`config.mk`:
```
export PLATFORM = sky130hd
export DESIGN_NAME = vgg_ctrl
export DESIGN_NICKNAME = d
export VERILOG_FILES = /design/src/rtl/core/vgg_pkg.sv /design/src/rtl/core/vgg_ctrl.sv
export VERILOG_INCLUDE_DIRS = /design/src /design/src/rtl/core
export SDC_FILE = /design/constraint.sdc
export NUM_CORES = 1
export LEC_CHECK = 0
export ABC_AREA = 1
export BUFFER_PORTS_ARGS = -buffer_cell sky130_fd_sc_hd__buf_2
export CORE_AREA = 2 2 39 41
export CTS_BUF_LIST = sky130_fd_sc_hd__clkbuf_16
export DETAILED_ROUTE_END_ITERATION = 8
export DIE_AREA = 0 0 41 43
export PLACE_DENSITY_LB_ADDON = 0.3
export SLEW_MARGIN = 20
export SYNTH_ARGS = -nofsm -noshare
export SYNTH_HDL_FRONTEND = slang
export SYNTH_SLANG_ARGS = --single-unit
```
`constraint.sdc`:
```
create_clock -name clk -period 2.25 [get_ports clk]
set_input_delay 0.225 -clock clk [delete_from_list [all_inputs] [get_ports clk]]
set_output_delay 0.225 -clock clk [all_outputs]
set_load 0.05 [all_outputs]
```
`src/rtl/core/vca_group_gain_core_assert.svh`:
```
// assertion macros shared by the vca group gain core modules
`ifndef VCA_GROUP_GAIN_CORE_ASSERT_SVH
`define VCA_GROUP_GAIN_CORE_ASSERT_SVH

// condition must hold in the same cycle as the trigger
`define VGG_ASSERT_NOW(label, ante, cons) \
	label: assert property (@(posedge clk) disable iff (!arst_n) (ante) |-> (cons)) \
		else $error("vgg same-cycle check failed");

// condition must hold in the cycle after the trigger
`define VGG_ASSERT_NEXT(label, ante, cons) \
	label: assert property (@(posedge clk) disable iff (!arst_n) (ante) |=> (cons)) \
		else $error("vgg next-cycle check failed");

`endif

```
`src/rtl/core/vgg_pkg.sv`:
```
// shared constants, types and the gain table builder for the vca group gain core
`timescale 1ns / 1ps

package vgg_pkg;

	localparam int GROUP_COUNT_DEF   = 16;
	localparam int CHANNEL_COUNT_DEF = 64;

	// payload widths
	localparam int ACTION_W  = 3;
	localparam int GROUP_W   = 4;
	localparam int CHANNEL_W = 6;
	localparam int FADER_W   = 12;
	localparam int NEWG_W    = 4;
	localparam int GAIN_W    = 24;

	// action codes
	localparam logic [ACTION_W-1:0] ACT_CREATE    = 3'd0;
	localparam logic [ACTION_W-1:0] ACT_ASSIGN    = 3'd1;
	localparam logic [ACTION_W-1:0] ACT_UNASSIGN  = 3'd2;
	localparam logic [ACTION_W-1:0] ACT_SET_FADER = 3'd3;
	localparam logic [ACTION_W-1:0] ACT_QUERY     = 3'd4;

	// status codes
	localparam logic STAT_DONE     = 1'b0;
	localparam logic STAT_REJECTED = 1'b1;

	// clamp range of the fader sum, in 1/16 dB
	localparam int SUM_MIN = -2304;
	localparam int SUM_MAX = 384;

	localparam int ROM_DEPTH = SUM_MAX - SUM_MIN + 1;
	localparam int ROM_AW    = $clog2(ROM_DEPTH);

	localparam logic [GAIN_W-1:0] UNITY_GAIN = 24'h10_0000;

	// fixed point used to build the table
	localparam int DB16_PER_DECADE = 320;
	localparam int DECADES_BELOW   = 8;
	localparam int SERIES_TERMS    = 40;
	localparam logic [63:0] Q_ONE      = 64'h1000_0000_0000_0000;
	localparam logic [63:0] ROUND_HALF = 64'h0000_0080_0000_0000;

	typedef logic [GAIN_W-1:0] gain_rom_t [ROM_DEPTH];

	// controller to datapath commands
	typedef struct packed {
		logic ready;
		logic load;
		logic start;
		logic exec;
		logic walk;
		logic clamp;
		logic rom;
		logic push;
	} vgg_cmd_t;

	// datapath to controller status
	typedef struct packed {
		logic in_valid;
		logic is_query;
		logic none_in_use;
		logic walk_last;
		logic out_busy;
	} vgg_stat_t;

	// floor quotient by restoring long division, used while building the table
	function automatic logic [63:0] udiv64(input logic [63:0] num, input logic [63:0] den);
		logic [63:0] quo;
		logic [64:0] rem;
		quo = '0;
		rem = '0;
		for (int b = 63; b >= 0; b--) begin
			rem = {rem[63:0], num[b]};
			if (rem >= {1'b0, den}) begin
				rem = rem - {1'b0, den};
				quo[b] = 1'b1;
			end
		end
		return quo;
	endfunction

	// ln(10) in q4.60 from 6*atanh(1/3) + 2*atanh(1/9)
	function automatic logic [63:0] ln10_q60();
		logic [63:0] pw;
		logic [63:0] acc;
		logic [63:0] total;
		logic [63:0] p;
		total = '0;
		for (int i = 0; i < 2; i++) begin
			p = (i == 0) ? 64'd3 : 64'd9;
			pw = udiv64(Q_ONE, p);
			acc = '0;
			for (int k = 0; k < SERIES_TERMS; k++) begin
				acc = acc + udiv64(pw, 64'(2 * k + 1));
				pw = udiv64(pw, p * p);
			end
			total = total + acc * ((i == 0) ? 64'd6 : 64'd2);
		end
		return total;
	endfunction

	// gain table indexed by clamped sum minus SUM_MIN, unsigned q4.20
	function automatic gain_rom_t build_gain_rom();
		gain_rom_t rom;
		logic [63:0] ln10;
		logic [63:0] ln10_q;
		logic [63:0] ln10_r;
		logic [63:0] mm;
		logic [63:0] y;
		logic [63:0] term;
		logic [63:0] v;
		logic [63:0] x;
		logic [127:0] prod;
		int idx;
		ln10 = ln10_q60();
		ln10_q = udiv64(ln10, 64'(DB16_PER_DECADE));
		ln10_r = ln10 - ln10_q * 64'(DB16_PER_DECADE);
		for (int m = 0; m < DB16_PER_DECADE; m++) begin
			mm = 64'(m);
			y = ln10_q * mm + udiv64(ln10_r * mm, 64'(DB16_PER_DECADE));
			term = Q_ONE;
			v = Q_ONE;
			for (int n = 1; n < SERIES_TERMS; n++) begin
				prod = 128'(term) * 128'(y);
				term = udiv64(prod[123:60], 64'(n));
				v = v + term;
			end
			for (int j = 0; j < 10; j++) begin
				idx = DB16_PER_DECADE * j + m - (DB16_PER_DECADE * DECADES_BELOW + SUM_MIN);
				if (idx >= 0 && idx < ROM_DEPTH) begin
					x = v;
					if (j > DECADES_BELOW) begin
						for (int r = 0; r < j - DECADES_BELOW; r++)
							x = x * 64'd10;
					end else begin
						for (int r = 0; r < DECADES_BELOW - j; r++)
							x = udiv64(x, 64'd10);
					end
					rom[idx] = GAIN_W'((x + ROUND_HALF) >> 40);
				end
			end
		end
		return rom;
	endfunction

endpackage

```
`src/rtl/core/vgg_ctrl.sv`:
```
// sequencer for the vca group gain core
`timescale 1ns / 1ps
`include "vca_group_gain_core_assert.svh"

module vgg_ctrl (
	input  logic               clk,
	input  logic               arst_n,
	input  vgg_pkg::vgg_stat_t st,
	output vgg_pkg::vgg_cmd_t  cmd
);

	typedef enum logic [2:0] {
		ST_IDLE,
		ST_DECODE,
		ST_WALK,
		ST_CLAMP,
		ST_ROM,
		ST_DONE
	} state_t;

	state_t state_q;
	logic   ready_q;

	always_comb begin
		cmd       = '0;
		cmd.ready = ready_q;
		cmd.load  = ready_q && st.in_valid;
		cmd.start = (state_q == ST_DECODE);
		cmd.exec  = (state_q == ST_DECODE) && !st.is_query;
		cmd.walk  = (state_q == ST_WALK);
		cmd.clamp = (state_q == ST_CLAMP);
		cmd.rom   = (state_q == ST_ROM);
		cmd.push  = (state_q == ST_DONE) && !st.out_busy;
	end

	always_ff @(posedge clk or negedge arst_n) begin
		if (!arst_n) begin
			state_q <= ST_IDLE;
			ready_q <= 1'b1;
		end else begin
			unique case (state_q)
				ST_IDLE: begin
					if (ready_q && st.in_valid) begin
						state_q <= ST_DECODE;
						ready_q <= 1'b0;
					end
				end
				ST_DECODE: begin
					if (!st.is_query)
						state_q <= ST_DONE;
					else if (st.none_in_use)
						state_q <= ST_CLAMP;
					else
						state_q <= ST_WALK;
				end
				ST_WALK: begin
					if (st.walk_last)
						state_q <= ST_CLAMP;
				end
				ST_CLAMP: begin
					state_q <= ST_ROM;
				end
				ST_ROM: begin
					state_q <= ST_DONE;
				end
				ST_DONE: begin
					if (!st.out_busy) begin
						state_q <= ST_IDLE;
						ready_q <= 1'b1;
					end
				end
				default: begin
					state_q <= ST_IDLE;
					ready_q <= 1'b1;
				end
			endcase
		end
	end

	`VGG_ASSERT_NOW(a_ready_only_idle, ready_q, state_q == ST_IDLE)
	`VGG_ASSERT_NEXT(a_transfer_decodes, cmd.load, state_q == ST_DECODE)
	`VGG_ASSERT_NOW(a_walk_has_groups, state_q == ST_WALK, !st.none_in_use)

endmodule

```
=== After elaboration in Yosys (flattened, before gate mapping) ===
Index checks and enable logic that the tools add are counted.

* Register bits after elaboration: 4
* Bits of input ports: 7
* Word-level logic and storage cells: 29

* Equality and inequality tests: 8
* Muxes and demuxes: 9
* Bitwise operators: 1
* Reduce and logical (&&, ||, !) cells: 9

{| class="wikitable"
|+ Operator list
! operator !! number
|-
| 3-bit case mux with 6 select lines || 1
|-
| 3-bit 2-to-1 mux || 4
|-
| 3-bit by 2-bit equality test with 1-bit output (second input constant) || 2
|-
| 3-bit equality test (second input constant) || 2
|-
| 2-bit != test (second input constant) || 3
|-
| 3-bit AND reduction || 2
|-
| 4-bit OR reduction || 1
|-
| 3-bit by 1-bit equality test with 1-bit output (second input constant) || 1
|-
| 1-bit logical AND || 3
|-
| 3-bit zero test || 1
|-
| 1-bit 2-to-1 mux || 3
|-
| 1-bit case mux with 3 select lines || 1
|-
| 1-bit zero test || 2
|-
| 1-bit NOT || 1
|}

=== Depth between registers and ports, before layout ===
* Depth after elaboration: 4
* Depth in mapped cells: 6
* Depth with buffers taken out: 6

=== Worst setup path after synthesis ===
OpenSTA, ideal clock, no wires.

* Path type: reg-to-output
* From: register state_q[0]
* To: output port cmd[0] in the netlist's numbering
* Arrival time: 1987 ps
* Path slack: 38 ps
* Stages on the path, launching flop included: 3
* Path buffers: 0
* Path through: dfrtp_1 > inv_2 > nor4_1

{| class="wikitable"
|+ RTL lines
! element !! RTL line !! RTL
|-
| from (decl) || vgg_ctrl.sv:21 || <nowiki>state_t state_q;</nowiki>
|-
| from (signal assigned) || vgg_ctrl.sv:38 || <nowiki>state_q <= ST_IDLE;</nowiki>
|-
| from (signal assigned) || vgg_ctrl.sv:44 || <nowiki>state_q <= ST_DECODE;</nowiki>
|-
| from (signal assigned) || vgg_ctrl.sv:50 || <nowiki>state_q <= ST_DONE;</nowiki>
|-
| to (decl) || vgg_ctrl.sv:9 || <nowiki>output vgg_pkg::vgg_cmd_t cmd</nowiki>
|}

==> out/metrics.csv <==
metric,value,unit
grt ovf,0,
max_slew headroom,84.3,%
critical path buffer and inverter count,2,
die height,43,um
"Seq/Total Area, Yosys",36.2,%
Post-Syn Instances,42,
top sig layer,met4,
"critical path, cell by cell",nor2_1 > nand2_1 > inv_1 > buf_2,
Post-layout nets,68,
Antenna Nets Post-Route,0,
largest net degree at the start of global routing,11,
fin util,32.6,%
number of H-tree levels,1,
layout cells sized above 1,38.3,%
routability cong.,0.708,
Crit Path Max Fanout,6,
Clock Tree Root,clkbuf_16,
Starting Density,20.3,%
# diodes,0,
clock sinks,4,
#FFs+latches synth,4,
number of vias in the routed layout,329,
r2r startpoint,state_q[0]$_DFFE_PN0P_,
r2r setup slk,1.12,ns
worst hold path type,in -> reg,
setup_tns,0,ns
Reg-to-Reg End,state_q[0]$_DFFE_PN0P_,
routed len/inst,9.09,um
slowest stage cell on the critical path,dfrtp_1,
post-DP HPWL,538,um
Clock Tree Buf Depth,2,
syn avg cell area,6.67,um2
I/O Pins,15,
vias in the first global route,292,
synth warn,0,
WL final,691,um
hold wc startpoint,st[3],
Max VDD drop,0.572,mV
period utilization,68.6,%
Vias/cell,4.33,
die area,1760,um2
first-pass GRT wire length,1150,um
crit end category,output port,
worst setup path category,reg -> out,
width of the die,41,um
Worst setup SP type,flip-flop,
area occupied by multi-input gates,130,um2
Resize count post-CTS,0,
Crit path max-delay family,flip-flops,
WL met1,264,um
dpl cells,71,
WL met3,35,um
Pwr Density,1920,nW/um2
first-pass iteration count of the detailed router,4,
cts hold-fix bufs,1,
final setup vio count,0,
fin. max-slew vios,0,
Fin Clk Skew,0.00278,ns
initial antenna violation count,0,
Starting DRT DRC Count,3,
CTS tree,yes,
max frequency,648,MHz
All-Layer GR Usage,10.4,%
Max stage delay on crit path,0.44,ns
Post-Synthesis Net Count,49,
minimum clock period after layout,1.54,ns
crit path DAT,1.32,ns
FF/Latch Area,101,um2
area grow syn2layout,61.2,%
WL met2,370,um
Residual DRC,0,
worst reg2reg path depth,6,
Static Leak,0.288,nW
Fin. Hold Viols,0,
Clock Latency Late Sink,0.23,ns
Non-Filler Instances,76,
"CTS clk-pin slew, worst paths",0.03,ns
worst-margin pin slew,0.234,ns
# rows,14,
Hold Crit Depth,3,
I/O Buffers,14,
"Cell Area, Synth",280,um2
Worst EP required,2.03,ns
status,finished clean,
max cap viols,0,
unrepaired setup endpoints after global routing,no,
hold endpoint,state_q[1]$_DFFE_PN0P_,
CTS Buf Count,3,
"Setup Fix Bufs, Post-CTS",0,
core area,1380,um2
fillcell total,154,
synth unique cells,15,
-- how the worst max path moves through the flow --
stage,start,endpoint,slack (ns),depth (start not counted)
5_1_grt,state_q[0]$_DFFE_PN0P_,cmd[1],0.60,4
3_5_place_dp,state_q[0]$_DFFE_PN0P_,cmd[1],0.94,4
4_1_cts,state_q[0]$_DFFE_PN0P_,cmd[1],0.70,4
2_1_floorplan,state_q[0]$_DFFE_PN0P_,cmd[0],0.04,2
3_3_place_gp,state_q[1]$_DFFE_PN0P_,cmd[1],0.96,4
6_report,state_q[0]$_DFFE_PN0P_,cmd[1],0.71,4
-- per-layer routing --
metal | track usage (%) | vias to the layer above
li1 | - | 167
met1 | 10.7 | 153
met2 | 15.3 | 7
met3 | 4.71 | 2
met4 | 8.00 | 0
met5 | 0 | -
-- cells by family (layout without fill, tap and decap cells) --
family	after synthesis	after routing	share of synthesized area, %
AND/OR/NAND/NOR	22	22	37.9
flip-flops	4	4	36.2
AO/OA/AOI/OAI	4	4	8.48
buffers and inverters	12	30	17.4
-- synth_stat cells, drive strengths merged --
cell type  count  area (um2)
nor2           5        21.3
nand3          4        20.0
inv           11        41.3
o21ai          3        15.0
o2111ai        1        8.76
buf            1        7.51
dfrtp          3        75.1
dfstp          1        26.3
nand2          9        33.8
nor4           1        6.26
nand4          3        25.0
-- report_power, final --
group	internal, mW	switching, mW	total [mW]
logic	0.107	0.323	0.430
clock network	0.230	0.0554	0.285
registers	0.114	0.0400	0.154
total	0.450	0.418	0.869
-- per-stage QoR --
| stage | hold WS, ns | power (mW) | cell area (um2) | setup WS (ns) |
|---|---|---|---|---|
| 2_1_floorplan | -0.0706 | 0.505 | 280 | 0.0385 |
| 3_5_place_dp | 0.0336 | 0.585 | 363 | 0.939 |
| 5_1_grt | 0.310 | 0.930 | 452 | 0.601 |
| 3_3_place_gp | 0.0331 | 0.583 | 363 | 0.959 |
| 6_report | 0.300 | 0.869 | 452 | 0.707 |
| 4_1_cts | 0.293 | 0.879 | 452 | 0.696 |
-- tightest hold or removal path: stages --
cell	delay (ns)
buf_2	0.10
inv_1	0.06
o21ai_0	0.09
-- placed cells by master, fill, tap and decap left out --
cell type / n
buf_2: 14
nand2_1: 9
inv_1: 9
nor2_1: 4
nand3_1: 4
inv_2: 3
clkbuf_16: 3
dfrtp_1: 3
nand4_1: 2
o21ai_1: 2
nor4_1: 1
nand4_2: 1
o21ai_0: 1
o2111ai_1: 1
nor2_2: 1
dlygate4sd3_1: 1
dfstp_2: 1
-- flip-flops by register name (all words and copies together) (netlist names) --
register,flops
ready_q,1
state_q,3
-- cell type report --
type | count | area share, %
Clock buffer | 3 | 16.6
Timing Repair Buffer | 15 | 17.7
Clock inverter | 1 | 0.831
Tap cell | 16 | 4.43
Multi-Input combinational cell | 26 | 28.8
Inverter | 11 | 9.14
Sequential cell | 4 | 22.4
Power figures use the tool's default switching activity.
